==> src/sv/mls_pkg.sv <==
package mls_pkg;

   localparam int OFFSET_BITS = 32;
   localparam int OUT_BITS    = 32;
   localparam int BYTE_BITS   = 8;

   typedef logic [OFFSET_BITS-1:0] pos_type;
   typedef logic [OUT_BITS-1:0]    out_word_type;
   typedef logic [BYTE_BITS-1:0]   byte_type;

   localparam pos_type POS_MAX = '1;

   localparam byte_type CHAR_NEWLINE  = 8'h0A;
   localparam byte_type CHAR_TAB      = 8'h09;
   localparam byte_type CHAR_BLANK    = 8'h20;
   localparam byte_type CHAR_BANG     = 8'h21;
   localparam byte_type CHAR_OPEN_PAR = 8'h28;
   localparam byte_type CHAR_CLOSE_PAR = 8'h29;
   localparam byte_type CHAR_OPEN_BR  = 8'h5B;
   localparam byte_type CHAR_CLOSE_BR = 8'h5D;
   localparam byte_type CHAR_BACKTICK = 8'h60;

   // Leading backtick count; PREFIX_OVER means the line prefix is decided.
   localparam logic [1:0] FENCE_LAST  = 2'd2;
   localparam logic [1:0] PREFIX_OVER = 2'd3;

   typedef enum logic [2:0] {
      MODE_SEEK,
      MODE_TEXT,
      MODE_AFTER,
      MODE_TARGET,
      MODE_SKIP
   } scan_mode_type;

   typedef struct packed {
      byte_type byte_value;
      logic     final_byte;
   } in_item_type;

   typedef struct packed {
      logic        valid;
      in_item_type item;
   } in_stage_type;

   typedef struct packed {
      out_word_type text_start;
      out_word_type text_length;
      out_word_type target_start;
      out_word_type target_length;
   } result_type;

   typedef struct packed {
      logic       load;
      result_type result;
   } result_load_type;

endpackage

==> src/sv/mls_req_if.sv <==
interface mls_req_if import mls_pkg::*; ();
   logic     valid;
   logic     ready;
   byte_type byte_value;
   logic     final_byte;

   modport source (output valid, output byte_value, output final_byte, input ready);
   modport sink (input valid, input byte_value, input final_byte, output ready);
endinterface

==> src/sv/mls_rsp_if.sv <==
interface mls_rsp_if import mls_pkg::*; ();
   logic         valid;
   logic         ready;
   out_word_type text_start;
   out_word_type text_length;
   out_word_type target_start;
   out_word_type target_length;

   modport source (output valid, output text_start, output text_length,
                   output target_start, output target_length, input ready);
   modport sink (input valid, input text_start, input text_length,
                 input target_start, input target_length, output ready);
endinterface

==> src/sv/mls_input_stage.sv <==
module mls_input_stage import mls_pkg::*; (
   input  logic         clock,
   input  logic         reset,
   mls_req_if.sink      req_bus,
   input  logic         advance,
   output in_stage_type stage
);

   logic        valid_ff, valid_in;
   in_item_type item_ff, item_in;
   logic        take;

   // The register can refill in the same cycle its byte moves on.
   assign req_bus.ready = !valid_ff || advance;
   assign take          = req_bus.valid && req_bus.ready;

   always_comb begin
      valid_in = valid_ff;
      item_in  = item_ff;
      if (take) begin
         valid_in        = 1'b1;
         item_in.byte_value = req_bus.byte_value;
         item_in.final_byte = req_bus.final_byte;
      end else if (advance) begin
         valid_in = 1'b0;
      end
   end

   always_ff @(posedge clock) begin
      if (reset) begin
         valid_ff <= 1'b0;
      end else begin
         valid_ff <= valid_in;
      end
      item_ff <= item_in;
   end

   assign stage.valid = valid_ff;
   assign stage.item  = item_ff;

endmodule

==> src/sv/mls_scan_core.sv <==
module mls_scan_core import mls_pkg::*; (
   input  logic            clock,
   input  logic            reset,
   input  in_stage_type    stage,
   input  logic            out_free,
   output logic            advance,
   output result_load_type load
);

   pos_type       pos_ff, pos_in;
   logic          fence_ff, fence_in;
   scan_mode_type mode_ff, mode_in;
   logic [1:0]    count_ff, count_in;
   logic          bang_ff, bang_in;
   logic          image_ff, image_in;
   pos_type       open_ff, open_in;
   pos_type       close_ff, close_in;
   pos_type       first_ff, first_in;
   pos_type       last_ff, last_in;
   logic          seen_ff, seen_in;

   byte_type      b;
   logic          is_nl;
   logic          fence_toggle;
   logic          fence_eff;
   scan_mode_type mode_pre;
   logic          do_scan;
   logic          nonblank;
   logic          seek_open;
   logic          emit;
   pos_type       pos_next;
   pos_type       text_start;
   pos_type       text_length;
   pos_type       target_start;
   pos_type       target_length;

   function automatic pos_type sat_inc(input pos_type v);
      return (v == POS_MAX) ? POS_MAX : v + pos_type'(1);
   endfunction

   assign b            = stage.item.byte_value;
   assign is_nl        = (b == CHAR_NEWLINE);
   assign fence_toggle = !is_nl && (b == CHAR_BACKTICK) && (count_ff == FENCE_LAST);
   assign fence_eff    = fence_ff ^ fence_toggle;
   assign mode_pre     = fence_toggle ? MODE_SKIP : mode_ff;
   assign do_scan      = !is_nl && (mode_pre != MODE_SKIP) && !fence_eff;
   assign nonblank     = (b != CHAR_BLANK) && (b != CHAR_TAB);
   // A '[' opens a candidate from seek and also from a failed close.
   assign seek_open    = do_scan && (b == CHAR_OPEN_BR) &&
                         (mode_pre != MODE_TEXT) && (mode_pre != MODE_TARGET);
   assign emit         = do_scan && (mode_pre == MODE_TARGET) &&
                         (b == CHAR_CLOSE_PAR) && !image_ff;
   // A byte that leaves no result moves on even while the result register is full.
   assign advance      = stage.valid && (!emit || out_free);

   // Next scan mode.
   always_comb begin
      mode_in = mode_ff;
      if (advance) begin
         if (stage.item.final_byte || is_nl) begin
            mode_in = MODE_SEEK;
         end else if (!do_scan) begin
            mode_in = mode_pre;
         end else begin
            unique case (mode_pre)
               MODE_TEXT: begin
                  mode_in = (b == CHAR_CLOSE_BR) ? MODE_AFTER : MODE_TEXT;
               end
               MODE_AFTER: begin
                  if (b == CHAR_OPEN_PAR) begin
                     mode_in = MODE_TARGET;
                  end else begin
                     mode_in = (b == CHAR_OPEN_BR) ? MODE_TEXT : MODE_SEEK;
                  end
               end
               MODE_TARGET: begin
                  mode_in = (b == CHAR_CLOSE_PAR) ? MODE_SEEK : MODE_TARGET;
               end
               default: begin
                  mode_in = (b == CHAR_OPEN_BR) ? MODE_TEXT : MODE_SEEK;
               end
            endcase
         end
      end
   end

   // Line state, positions and the result.
   always_comb begin
      pos_next = sat_inc(pos_ff);
      pos_in   = pos_ff;
      fence_in = fence_ff;
      count_in = count_ff;
      bang_in  = bang_ff;
      image_in = image_ff;
      open_in  = open_ff;
      close_in = close_ff;
      first_in = first_ff;
      last_in  = last_ff;
      seen_in  = seen_ff;
      if (advance) begin
         pos_in   = pos_next;
         fence_in = fence_eff;
         if (is_nl) begin
            count_in = 2'd0;
            bang_in  = 1'b0;
            image_in = 1'b0;
            seen_in  = 1'b0;
         end else begin
            if (count_ff != PREFIX_OVER) begin
               count_in = (b == CHAR_BACKTICK) ? count_ff + 2'd1 : PREFIX_OVER;
            end
            if (do_scan) begin
               bang_in = (b == CHAR_BANG);
               if (seek_open) begin
                  open_in  = pos_ff;
                  image_in = bang_ff;
               end
               if ((mode_pre == MODE_TEXT) && (b == CHAR_CLOSE_BR)) begin
                  close_in = pos_ff;
               end
               if ((mode_pre == MODE_AFTER) && (b == CHAR_OPEN_PAR)) begin
                  seen_in = 1'b0;
               end
               if (mode_pre == MODE_TARGET) begin
                  if (b == CHAR_CLOSE_PAR) begin
                     seen_in = 1'b0;
                  end else if (nonblank) begin
                     if (!seen_ff) begin
                        first_in = pos_ff;
                     end
                     last_in = pos_ff;
                     seen_in = 1'b1;
                  end
               end
            end
         end
         if (stage.item.final_byte) begin
            pos_in   = '0;
            fence_in = 1'b0;
            count_in = 2'd0;
            bang_in  = 1'b0;
            image_in = 1'b0;
            seen_in  = 1'b0;
         end
      end

      text_start    = sat_inc(open_ff);
      text_length   = (close_ff > open_ff) ? close_ff - open_ff - pos_type'(1) : '0;
      target_start  = seen_ff ? first_ff : '0;
      target_length = seen_ff ? last_ff - first_ff + pos_type'(1) : '0;

      load.load                 = advance && emit;
      load.result.text_start    = out_word_type'(text_start);
      load.result.text_length   = out_word_type'(text_length);
      load.result.target_start  = out_word_type'(target_start);
      load.result.target_length = out_word_type'(target_length);
   end

   always_ff @(posedge clock) begin
      if (reset) begin
         pos_ff   <= '0;
         fence_ff <= 1'b0;
         mode_ff  <= MODE_SEEK;
         count_ff <= 2'd0;
         bang_ff  <= 1'b0;
         image_ff <= 1'b0;
         seen_ff  <= 1'b0;
      end else begin
         pos_ff   <= pos_in;
         fence_ff <= fence_in;
         mode_ff  <= mode_in;
         count_ff <= count_in;
         bang_ff  <= bang_in;
         image_ff <= image_in;
         seen_ff  <= seen_in;
      end
      open_ff  <= open_in;
      close_ff <= close_in;
      first_ff <= first_in;
      last_ff  <= last_in;
   end

endmodule

==> src/sv/mls_output_stage.sv <==
module mls_output_stage import mls_pkg::*; (
   input  logic            clock,
   input  logic            reset,
   input  result_load_type load,
   output logic            out_free,
   mls_rsp_if.source       rsp_bus
);

   logic       valid_ff, valid_in;
   result_type result_ff, result_in;

   assign out_free = !valid_ff || rsp_bus.ready;

   always_comb begin
      valid_in  = valid_ff;
      result_in = result_ff;
      if (load.load) begin
         valid_in  = 1'b1;
         result_in = load.result;
      end else if (rsp_bus.ready) begin
         valid_in = 1'b0;
      end
   end

   always_ff @(posedge clock) begin
      if (reset) begin
         valid_ff <= 1'b0;
      end else begin
         valid_ff <= valid_in;
      end
      result_ff <= result_in;
   end

   assign rsp_bus.valid         = valid_ff;
   assign rsp_bus.text_start    = result_ff.text_start;
   assign rsp_bus.text_length   = result_ff.text_length;
   assign rsp_bus.target_start  = result_ff.target_start;
   assign rsp_bus.target_length = result_ff.target_length;

endmodule

==> src/sv/markdown_link_scanner.sv <==
// Inline link scanner: takes one document byte per cycle unless a byte that closes a
// link waits for the result register, and presents each [text](target) link on the
// result channel through the input register and then the result register, with the
// text span and the blank-trimmed target span as byte offsets. The rate of one byte per
// cycle is set by the scan-mode and position registers, which are updated by one pass of
// logic per byte. A byte that yields no link moves on even while a finished result
// waits; a byte that yields one waits in the input register until the result register
// is free. Images, lines inside code fences and fence lines themselves yield nothing,
// and the position, fence and line state clear after the byte flagged as final.
module markdown_link_scanner import mls_pkg::*; (
   input  logic      clock,
   input  logic      reset,
   mls_req_if.sink   req_bus,
   mls_rsp_if.source rsp_bus
);

   in_stage_type    stage;
   logic            advance;
   logic            out_free;
   result_load_type load;

   mls_input_stage u_input (
      .clock   (clock),
      .reset   (reset),
      .req_bus (req_bus),
      .advance (advance),
      .stage   (stage)
   );

   mls_scan_core u_core (
      .clock    (clock),
      .reset    (reset),
      .stage    (stage),
      .out_free (out_free),
      .advance  (advance),
      .load     (load)
   );

   mls_output_stage u_output (
      .clock    (clock),
      .reset    (reset),
      .load     (load),
      .out_free (out_free),
      .rsp_bus  (rsp_bus)
   );

   // A result is only written into a free result register.
   assert property (@(posedge clock) disable iff (reset) load.load |-> out_free)
      else $error("result written over one not yet taken");

   // A result needs a byte in the input register.
   assert property (@(posedge clock) disable iff (reset) !stage.valid |-> !load.load)
      else $error("result produced without a byte");

   // A written result is presented in the next cycle.
   assert property (@(posedge clock) disable iff (reset) load.load |=> rsp_bus.valid)
      else $error("written result not presented");

   // An accepted transaction always lands in the input register.
   assert property (@(posedge clock) disable iff (reset)
      (req_bus.valid && req_bus.ready) |=> stage.valid)
      else $error("accepted byte lost");

endmodule

==> src/flat_wrapper.sv <==
// flat-port wrapper written by rule: the top's interface ports become plain ports
module markdown_link_scanner_flat import mls_pkg::*;
  (clock, reset, req_bus_valid, req_bus_byte_value, req_bus_final_byte, req_bus_ready, rsp_bus_valid, rsp_bus_text_start, rsp_bus_text_length, rsp_bus_target_start, rsp_bus_target_length, rsp_bus_ready);
  mls_req_if req_bus_i ();
  mls_rsp_if rsp_bus_i ();
  input  logic clock;
  input  logic reset;
  input wire logic [$bits(req_bus_i.valid)-1:0] req_bus_valid;
  input wire logic [$bits(req_bus_i.byte_value)-1:0] req_bus_byte_value;
  input wire logic [$bits(req_bus_i.final_byte)-1:0] req_bus_final_byte;
  output wire logic [$bits(req_bus_i.ready)-1:0] req_bus_ready;
  output wire logic [$bits(rsp_bus_i.valid)-1:0] rsp_bus_valid;
  output wire logic [$bits(rsp_bus_i.text_start)-1:0] rsp_bus_text_start;
  output wire logic [$bits(rsp_bus_i.text_length)-1:0] rsp_bus_text_length;
  output wire logic [$bits(rsp_bus_i.target_start)-1:0] rsp_bus_target_start;
  output wire logic [$bits(rsp_bus_i.target_length)-1:0] rsp_bus_target_length;
  input wire logic [$bits(rsp_bus_i.ready)-1:0] rsp_bus_ready;
  assign req_bus_i.valid = req_bus_valid;
  assign req_bus_i.byte_value = req_bus_byte_value;
  assign req_bus_i.final_byte = req_bus_final_byte;
  assign req_bus_ready = req_bus_i.ready;
  assign rsp_bus_valid = rsp_bus_i.valid;
  assign rsp_bus_text_start = rsp_bus_i.text_start;
  assign rsp_bus_text_length = rsp_bus_i.text_length;
  assign rsp_bus_target_start = rsp_bus_i.target_start;
  assign rsp_bus_target_length = rsp_bus_i.target_length;
  assign rsp_bus_i.ready = rsp_bus_ready;
  markdown_link_scanner u_core (.clock(clock), .reset(reset), .req_bus(req_bus_i), .rsp_bus(rsp_bus_i));
endmodule
==> config.mk <==
export PLATFORM = sky130hd
export DESIGN_NAME = markdown_link_scanner_flat
export DESIGN_NICKNAME = d
export VERILOG_FILES = /design/src/sv/mls_pkg.sv /design/src/sv/mls_req_if.sv /design/src/sv/mls_rsp_if.sv /design/src/sv/mls_input_stage.sv /design/src/sv/mls_scan_core.sv /design/src/sv/mls_output_stage.sv /design/src/sv/markdown_link_scanner.sv /design/src/flat_wrapper.sv
export SDC_FILE = /design/constraint.sdc
export NUM_CORES = 1
export LEC_CHECK = 0
export BUFFER_PORTS_ARGS = -buffer_cell sky130_fd_sc_hd__clkbuf_2
export CORE_AREA = 4 4 197 237
export DETAILED_ROUTE_END_ITERATION = 10
export DIE_AREA = 0 0 201 241
export PLACE_DENSITY = 0.52
export SLEW_MARGIN = 20
export SYNTH_ARGS = -nofsm -noshare
export SYNTH_HDL_FRONTEND = slang
export SYNTH_SLANG_ARGS = --single-unit
==> constraint.sdc <==
create_clock -name clock -period 36.7 [get_ports clock]
set_input_delay 7.34 -clock clock [delete_from_list [all_inputs] [get_ports clock]]
set_output_delay 7.34 -clock clock [all_outputs]
set_load 0.05 [all_outputs]
---- Word level (Yosys, flattened, before mapping) ----
Index checks and enable logic that the tools add are counted.
cells by class
  eq/ne operators ......................... 19
  bitwise operators ....................... 4
  order comparisons ....................... 1
  muxes and demuxes ....................... 33
  $add $sub $neg .......................... 7
  reduce and logical (&&, ||, !) cells .... 38
operators by type and width
  kind                                                 number
  adder 32 x 1 -> 32 bit (second input constant)       3
  == test 32 bit (second input constant)               2
  two-way mux 32 bit                                   2
  subtractor 32 bit                                    2
  greater-than comparator 32 bit                       1
  subtractor 32 x 1 -> 32 bit (second input constant)  1
  == test 8 x 6 -> 1 bit (second input constant)       3
  == test 8 x 7 -> 1 bit (second input constant)       3
  two-way mux 1 bit                                    20
  logical AND 1 bit                                    16
  two-way mux 2 bit                                    7
  two-way mux 3 bit                                    3
  nonzero test 3 bit                                   3
  == test 8 x 4 -> 1 bit (second input constant)       1
  != test 8 x 4 -> 1 bit (second input constant)       1
  != test 8 x 6 -> 1 bit (second input constant)       1
  AND reduction 4 bit                                  2
  AND reduction 7 bit                                  1
  == test 3 x 2 -> 1 bit (second input constant)       2
  logical NOT 1 bit                                    6
  one-hot mux 2 bit (3 select lines)                   1
  AND reduction 6 bit                                  1
  logical OR 1 bit                                     4
  AND reduction 2 bit                                  2
  other kinds (11)                                     14
storage, ports and cells
  logic and storage cells ................. 121
  flip-flop bits (word level) ............. 308
  output and inout port bits .............. 130
  input bits .............................. 13

---- Longest topological paths before layout ----
Gate-level depths: netlist of the first run.
  depth in word-level cells ............... 17
  gate-level depth with buffers ........... 14
  gate-level depth less buffers ........... 14

---- Modules after synthesis ----
Synthesis of the first run repeated with hierarchy kept, for this count alone.
unflattened totals
  cells, all modules ...................... 1,409
  area, all modules ....................... 15,621.2 µm²
by module, submodules not included
  module            times used  cells an instance  seq. area each (µm²)  area each (µm²)
  mls_scan_core     1           1,262              4,664.5               11,398.4
  mls_output_stage  1           132                3,863.7               3,890.0
  mls_input_stage   1           15                 290.3                 332.8

---- Worst setup path before layout of the first run ----
OpenSTA, ideal clock, no wires.
  path type ............................... input to register
  start ................................... in rsp_bus_ready
  end ..................................... reg u_core.u_output.result_ff (netlist bit u_core.u_output.rsp_bus.target_length[0]), enable pin
  required time ........................... 35,928 ps
  library setup time ...................... 772 ps
  path slack .............................. 19,431 ps
  arrival ................................. 16,497 ps
  stages .................................. 4
  buffers on the path ..................... 1
  cell sequence ........................... nand2b_1 o31ai_4 clkbuf_1 nor3_1
between the ends
  word-level cells in the longest chain between the ends .. 4
ends and longest elaborated chain
  what                    line                    source
  start: declaration      flat_wrapper.sv:17      input wire logic [$bits(rsp_bus_i.ready)-1:0] rsp_bus_ready;
  logical OR 1 bit        mls_output_stage.sv:12  assign out_free = !valid_ff || rsp_bus.ready;
  logical OR 1 bit        mls_scan_core.sv:54     assign advance = stage.valid && (!emit || out_free);
  logical AND 1 bit       mls_scan_core.sv:54
  logical AND 1 bit       mls_scan_core.sv:152    load.load = advance && emit;
  end signal: assignment  mls_output_stage.sv:31  result_ff <= result_in;
  end: declaration        mls_output_stage.sv:10  result_type result_ff, result_in;
No other way between the ends.
A chain may end at the register's enable or synchronous reset.

---- Final worst setup path of the first run ----
  start ................................... in rsp_bus_ready
  end ..................................... out req_bus_ready
between the ends
  word-level cells in the longest chain between the ends .. 4
ends and longest elaborated chain
  what               line                    source
  logical OR 1 bit   mls_output_stage.sv:12
  logical OR 1 bit   mls_scan_core.sv:54
  logical AND 1 bit  mls_scan_core.sv:54
  logical OR 1 bit   mls_input_stage.sv:14   assign req_bus.ready = !valid_ff || advance;
  end: declaration   flat_wrapper.sv:11      output wire logic [$bits(req_bus_i.ready)-1:0] req_bus_ready;
No other way between the ends.

==> impl_metrics.env, run 1 <==
export IMPL_grt_pass1_vias=10800
export IMPL_clk_latency_ns=0.54
export IMPL_fin_util=0.402
export IMPL_fillers=4295
export IMPL_syn_area_um2=15400
export IMPL_holdCritStartpoint="u_core.u_core.image_ff"
export IMPL_path_clk_slew_ns=0.06
export IMPL_path_buf_inv=3
export IMPL_cellLeakagePower_nw=6.65
export IMPL_max_cap_violations=0
export IMPL_drc_errors=0
export IMPL_die_area_um2=48400
export IMPL_arrival_ns=8.13
export IMPL_hpwl_mm=26.9
export IMPL_cts_root_buf="clkbuf_16"
export IMPL_setup_tns_ns=0
export IMPL_yosys_warnings=0
export IMPL_cts_tree="yes"
export IMPL_rows=85
export IMPL_cp_startpoint="rsp_bus_ready"
export IMPL_slowest_delay_ns=0.23
export IMPL_grt_max_degree=66
export IMPL_coreArea_um2=44600
export IMPL_critPathLaunchType="primary input"
export IMPL_use_met2=0.272
export IMPL_wl_per_cell_um=17.6
export IMPL_critical_path_top_delay_family="simple AND/OR/NAND/NOR gates"
export IMPL_worst_path_max_fanout=4
export IMPL_period_share=0.422
export IMPL_synth_edf_count=265
export IMPL_finClkSkew_ns=0.0170
export IMPL_routed_via_density=5.16
export IMPL_drive_above_1_share=0.149
export IMPL_fin_crit_ns=15.47
export IMPL_slew_violations=0
export IMPL_ir_drop_mv=0.0382
export IMPL_first_iter_violations=724
export IMPL_layout_nets=1630
export IMPL_antenna_left=0
export IMPL_worst_path_most_repeated_cell="clkbuf_2"
export IMPL_routed_wl_mm=37.1
export IMPL_ys_types=76
export IMPL_rsz0062_at_grt="no"
export IMPL_status="finished clean"
export IMPL_final_setup_viol_count=0
export IMPL_grt_pass1_wl_mm=58.4
export IMPL_grt_overflow=0
export IMPL_min_path_type="flop to flop"
export IMPL_place_gp_congestion=0.841
export IMPL_max_freq_ghz=0.0646
export IMPL_synth_seq_area_share=0.573
export IMPL_power_density_nw_per_um2=41.3
export IMPL_clk_path_buf_depth=3
export IMPL_synth_ff_type="edfxtp_1"
export IMPL_slowest_stage="clkbuf_2"
export IMPL_worst_pin_slew_ns=0.917
export IMPL_hold_viol_final=0
export IMPL_h_tree_depth=2
export IMPL_die_height_um=241
export IMPL_syn_avg_cell_area_um2=11.3
export IMPL_numPortBuffers=142
export IMPL_clock_sinks=308
export IMPL_cp_data_required_time_ns=29.36
export IMPL_cts_resized=0
export IMPL_grt_total_usage=0.149
export IMPL_synthArstFlopShare=0
export IMPL_start_util=0.345
export IMPL_power_mw=0.740
export IMPL_grt_met1_usage=0.178
export IMPL_top_usage_layer="met2"
export IMPL_firstDrtPassIters=7
export IMPL_synth_fp_nets=1474
export IMPL_ys_ff_latch=308
export IMPL_num_antenna_cells=0
export IMPL_path_cells="clkbuf_2, nand2b_1, nor2_1, inv_1, clkbuf_2"
export IMPL_layoutNonFillerInstCount=2107
export IMPL_syn_to_final_growth_pct=16.4
export IMPL_cts_hold_fix_buffers=0
export IMPL_antenna_found_initial=0
export IMPL_end_kind="output port"
export IMPL_syn_inst=1361
export IMPL_critical_path_class="primary input to output port"
export IMPL_vias=10900
export IMPL_postCtsSetupBuffers=0
export IMPL_die_w_um=201
export IMPL_r2r_start="u_core.u_input.stage[1]"
export IMPL_ios=143
export IMPL_numCtsBuffers=36
export IMPL_maxSlewHeadroom=0.389
export IMPL_use_met3=0.0327
export IMPL_placed_cells=2044
[cells in the mapped netlist, drive strengths merged, types with 12 or more instances]
| cell type | instances | area, um^2 |
|---|---|---|
| a21o | 26 | 195 |
| dfxtp | 43 | 861 |
| nand2b | 15 | 93.8 |
| nand2 | 103 | 387 |
| and3 | 29 | 181 |
| ha | 98 | 1230 |
| o21a | 13 | 97.6 |
| nor2b | 13 | 81.3 |
| nor2 | 145 | 544 |
| clkbuf | 29 | 109 |
| a211oi | 22 | 165 |
| inv | 91 | 342 |
| o21ai | 55 | 275 |
| xnor2 | 42 | 368 |
| xor2 | 16 | 140 |
| edfxtp | 265 | 7960 |
| and2 | 12 | 75.1 |
| nor3 | 37 | 196 |
| nand3 | 53 | 265 |
| nand4 | 13 | 81.3 |
| a21oi | 92 | 460 |
[state kept, by name, indices dropped and copies added, names as in the netlist, 2 cells and up]
name and cells:
u_core.u_core.close_ff 32, u_core.u_core.count_ff 2, u_core.u_core.first_ff 32, u_core.u_core.last_ff 32, u_core.u_core.mode_ff 3, u_core.u_core.open_ff 32, u_core.u_core.pos_ff 32, u_core.u_input.stage 9
u_core.u_output.rsp_bus.target_length 32, u_core.u_output.rsp_bus.target_start 32, u_core.u_output.rsp_bus.text_length 32, u_core.u_output.rsp_bus.text_start 32
[area by class of cell]
| type | count | area [um^2] | area share |
|---|---|---|---|
| sequential | 308 | 8820 | 0.492 |
| timing repair buffer | 151 | 778 | 0.0434 |
| clock inverter | 15 | 164 | 0.00915 |
| inverter | 92 | 345 | 0.0193 |
| tap | 565 | 707 | 0.0395 |
| multi-input combinational | 928 | 6100 | 0.340 |
| clock buffer | 48 | 1010 | 0.0562 |
[metrics by stage]
stage / instance area (um^2) / hold WS, ns / setup WS (ns)
floorplan: 15400 / 0.437 / 19.43
global placement: 16700 / 0.463 / 21.24
detailed placement: 16700 / 0.473 / 21.23
CTS: 17900 / 0.482 / 21.23
global route: 17900 / 0.507 / 21.14
finish: 17900 / 0.473 / 21.23
[where the power goes]
part	leakage, nW	internal [mW]	switching (mW)
sequential	2.84	0.376	0.00163
combinational	3.24	0.00218	0.00421
clock	0.576	0.215	0.141
[path summary, 6_finish.rpt]
| path | endpoint | slack, ns | cells after the start |
|---|---|---|---|
| worst max-delay path | req_bus_ready | 21.23 | 5 |
| worst min-delay path | u_core.u_core.image_ff | 0.47 | 2 |
| worst max register to register | u_core.u_output.rsp_bus.text_start[15] | 32.81 | 7 |
| worst min register to register | u_core.u_core.image_ff | 0.47 | 2 |
[worst register-to-register path, stage by stage, from the launching register on]
cell      delay (ns)
edfxtp_1        0.50
or4_4           0.64
o31a_1          0.29
nand2_1         0.17
o31ai_4         0.23
nor3_2          0.17
buf_4           0.65
buf_4           0.75
[layer usage]
metal | routed length [um] | part of all wire
met5 | 0 | 0
met4 | 967 | 0.026
met3 | 1610 | 0.043
met2 | 19100 | 0.51
met1 | 15400 | 0.42
[placed cells by master, fill, tap and decap left out, types with 8 or more instances in the layout]
| cell | count |
|---|---|
| mux2i_1 | 10 |
| nand4_1 | 13 |
| a21o_1 | 25 |
| a21oi_1 | 92 |
| nor3_1 | 35 |
| nor2b_1 | 13 |
| a31oi_1 | 10 |
| clkbuf_16 | 37 |
| and3_1 | 29 |
| nand2b_1 | 15 |
| a211oi_1 | 22 |
| o21ai_0 | 48 |
| a311oi_1 | 10 |
| xnor2_1 | 42 |
| or3_1 | 8 |
| dfxtp_1 | 43 |
| nor3b_1 | 9 |
| nand3_1 | 53 |
| nor2_1 | 143 |
| buf_4 | 9 |
| xor2_1 | 16 |
| edfxtp_1 | 265 |
| clkbuf_2 | 142 |
| nand2_1 | 103 |
| ha_1 | 98 |
| o21a_1 | 13 |
| inv_1 | 89 |
| and2_1 | 10 |
[cell families after synthesis]
family | synth area share
buffers and inverters | 0.0315
flip-flops | 0.573
AND/OR/NAND/NOR | 0.148
XOR/XNOR | 0.0330
adder cells (fa/ha/maj) | 0.0823
AO/OA/AOI/OAI | 0.125
multiplexers | 0.00724
No activity file was read; power rests on OpenSTA's default activity.
==> inputs of run 2 (changes only) <==
--- a/config.mk
+++ b/config.mk
@@ -5,10 +5,11 @@
 export SDC_FILE = /design/constraint.sdc
 export NUM_CORES = 1
 export LEC_CHECK = 0
+export ABC_AREA = 1
 export BUFFER_PORTS_ARGS = -buffer_cell sky130_fd_sc_hd__clkbuf_2
-export CORE_AREA = 4 4 197 237
+export CORE_AREA = 4 4 207 249
 export DETAILED_ROUTE_END_ITERATION = 10
-export DIE_AREA = 0 0 201 241
+export DIE_AREA = 0 0 211 253
 export PLACE_DENSITY = 0.52
 export SLEW_MARGIN = 20
 export SYNTH_ARGS = -nofsm -noshare
==> constraint.sdc (replaced) <==
create_clock -name clock -period 14.5 [get_ports clock]
set_input_delay 2.9 -clock clock [delete_from_list [all_inputs] [get_ports clock]]
set_output_delay 2.9 -clock clock [all_outputs]
set_load 0.05 [all_outputs]
==> impl_metrics.env, run 2 <==
export IMPL_status="finished clean"
export IMPL_max_cap_violations=0
export IMPL_synth_mux_area_frac=0
export IMPL_antenna_found_initial=0
export IMPL_period_share=0.456
export IMPL_worst_path_most_repeated_cell="clkbuf_2"
export IMPL_intPower_mw=1.55
export IMPL_setup_tns_ns=0
export IMPL_synth_largest_area_cell="edfxtp_1"
export IMPL_die_area_um2=53400
export IMPL_maxSlewHeadroom=0.347
export IMPL_cts_resized=0
export IMPL_numPortBuffers=142
export IMPL_die_w_um=211
export IMPL_rsz0062_at_grt="no"
export IMPL_numCtsBuffers=35
export IMPL_syn_area_um2=17000
export IMPL_critical_path_class="primary input to output port"
export IMPL_grt_max_degree=77
export IMPL_layout_nets=2137
export IMPL_grt_pass1_wl_mm=72.2
export IMPL_placed_cells=2624
export IMPL_critical_path_top_delay_family="simple AND/OR/NAND/NOR gates"
export IMPL_seqPwrFrac=0.503
export IMPL_share_comb_of_total_power=0.029
export IMPL_clk_path_buf_depth=3
export IMPL_synthAdderAreaFrac=0.0744
export IMPL_synth_ff_type="edfxtp_1"
export IMPL_hold_depth=2
export IMPL_max_freq_ghz=0.151
export IMPL_final_setup_viol_count=0
export IMPL_path_buf_inv=2
export IMPL_slowest_stage="nor2_1"
export IMPL_die_height_um=253
export IMPL_syn_to_final_growth_pct=15.2
export IMPL_arrival_ns=3.72
export IMPL_worst_pin_slew_ns=0.976
export IMPL_synth_fp_nets=1980
export IMPL_place_gp_congestion=0.922
export IMPL_synth_top_family_by_area="simple AND/OR/NAND/NOR gates"
export IMPL_path_clk_slew_ns=0.06
export IMPL_grt_overflow=0
export IMPL_ir_drop_mv=0.0828
export IMPL_num_antenna_cells=0
export IMPL_fin_crit_ns=6.62
export IMPL_rrSetupSlack_ns=10.55
export IMPL_drive_above_1_share=0.162
export IMPL_synth_compound_area_frac=0.0995
export IMPL_yosys_warnings=0
export IMPL_cp_startpoint="rsp_bus_ready"
export IMPL_cp_data_required_time_ns=11.60
export IMPL_layoutNonFillerInstCount=2686
export IMPL_cts_root_buf="clkbuf_16"
export IMPL_rows=89
export IMPL_synthArstFlopShare=0
export IMPL_clock_power_share=0.468
export IMPL_cts_tree="yes"
export IMPL_h_tree_depth=2
export IMPL_yosysMostFrequentCell="nand2_1"
export IMPL_antenna_left=0
export IMPL_final_cell_mix="nand2_1, edfxtp_1, inv_1, nor2_1, clkbuf_2"
export IMPL_fillers=4870
export IMPL_cellLeakagePower_nw=8.21
export IMPL_worst_path_max_fanout=4
export IMPL_routed_via_density=4.90
export IMPL_wl_per_cell_um=17.0
export IMPL_holdCritStartpoint="u_core.u_core.bang_ff"
export IMPL_syn_inst=1867
export IMPL_routed_wl_mm=45.7
export IMPL_min_path_type="flop to flop"
export IMPL_grt_pass1_vias=13100
export IMPL_slew_violations=0
export IMPL_clock_sinks=308
export IMPL_end_kind="output port"
export IMPL_coreArea_um2=49100
export IMPL_drc_errors=0
export IMPL_power_density_nw_per_um2=100
export IMPL_firstDrtPassIters=5
export IMPL_slowest_delay_ns=0.30
export IMPL_synth_simple_gate_area_share=0.226
export IMPL_worst_path_stages=4
export IMPL_ys_types=49
export IMPL_ios=143
export IMPL_synthTopCellsByCount="nand2_1, edfxtp_1, inv_1"
export IMPL_fin_util=0.399
export IMPL_min_to="u_core.u_core.bang_ff"
export IMPL_vias=13200
export IMPL_r2r_end="u_core.u_output.rsp_bus.text_length[4]"
export IMPL_hpwl_mm=35.3
export IMPL_p_switching_mw=0.416
export IMPL_synth_xor_area_frac=0.0149
export IMPL_clk_latency_ns=0.55
export IMPL_postCtsSetupBuffers=0
export IMPL_r2r_start="u_core.u_input.stage[1]"
export IMPL_final_common_cell="nand2_1"
export IMPL_ys_top_cells_by_area="edfxtp_1, nand2_1, ha_1"
export IMPL_grt_total_usage=0.170
export IMPL_rr_worst_depth=12
export IMPL_start_util=0.346
export IMPL_hold_viol_final=0
export IMPL_critPathLaunchType="primary input"
export IMPL_synth_top_area_share=0.468
export IMPL_path_cells="clkbuf_2, nor2_1, nand3_1, clkbuf_2"
export IMPL_syn_avg_cell_area_um2=9.11
export IMPL_synth_seq_area_share=0.518
export IMPL_finClkSkew_ns=0.0246
export IMPL_synth_edf_count=265
export IMPL_switching_share=0.211
export IMPL_ys_ff_latch=308
export IMPL_cts_hold_fix_buffers=0
export IMPL_first_iter_violations=755
run 2: cell types whose count changed in the layout (fill, tap and decap cells not counted), sizes merged, moves of 13 or more:
| cell | delta |
|---|---|
| and3 | -29 |
| inv | +160 |
| xnor2 | -36 |
| a211oi | -22 |
| nand2b | -15 |
| nand2 | +316 |
| nand4 | +20 |
| nand3 | +43 |
| nor2 | +88 |
| a21oi | +27 |
| o21ai | +71 |
| nor2b | -13 |
| a21o | -16 |
run 2: power groups by stage:
stage / Clock (mW) / Combinational (mW) / Sequential (mW)
floorplan: 0 / 0.0483 / 0.996
global placement: 0 / 0.0578 / 1.01
detailed placement: 0 / 0.0584 / 1.01
CTS: 0.952 / 0.0586 / 0.990
global route: 0.989 / 0.0656 / 0.991
finish: 0.923 / 0.0573 / 0.990
run 2: routing by layer:
layer / track usage / wire length (um) / share of wire / vias up
li1: - / - / - / 6634
met3: 0.0284 / 1990 / 0.043 / 89
met5: 0 / 0 / 0 / -
met2: 0.290 / 22000 / 0.48 / 323
met4: 0.0576 / 1440 / 0.031 / 0
met1: 0.220 / 20300 / 0.44 / 6122
run 2: cells by family after synthesis:
logic type,Yosys count
AND/OR/NAND/NOR,856
buffers and inverters,283
flip-flops,308
adder cells (fa/ha/maj),100
AO/OA/AOI/OAI,291
XOR/XNOR,29
run 2: final cells by class:
class,count,area (um^2),area share
flip-flops and latches,308,8820,0.450
multi-input cells,1276,7060,0.360
clock buffers,47,985,0.0502
inverters,253,957,0.0488
well taps,637,797,0.0407
repair buffers,150,771,0.0393
clock inverters,15,206,0.0105
run 2: metrics by stage:
step	worst slack [ns]	area, um^2	hold WS, ns	power [mW]
final	7.88	19600	0.492	1.97
after global routing	7.84	19600	0.536	2.05
after CTS	7.88	19600	0.488	2.00
after detailed placement	7.88	18400	0.480	1.07
after global placement	7.93	18400	0.477	1.07
after floorplan	7.96	17000	0.447	1.04
run 2: worst max path at each step:
stage	slack (ns)	end
floorplan	7.96	req_bus_ready
global placement	7.93	req_bus_ready
detailed placement	7.88	req_bus_ready
CTS	7.88	req_bus_ready
global route	7.84	req_bus_ready
finish	7.88	req_bus_ready
run 2: worst reg2reg max path: stages (launching register included):
cell      delay [ns]
edfxtp_1        0.43
nor2_1          0.15
nand2_1         0.10
inv_2           0.09
nand3_4         0.12
o311ai_4        0.12
nor2_2          0.15
nand3_4         0.16
nand2_8         0.09
inv_6           0.47
nand2_1         0.21
inv_4           0.60
buf_4           0.86
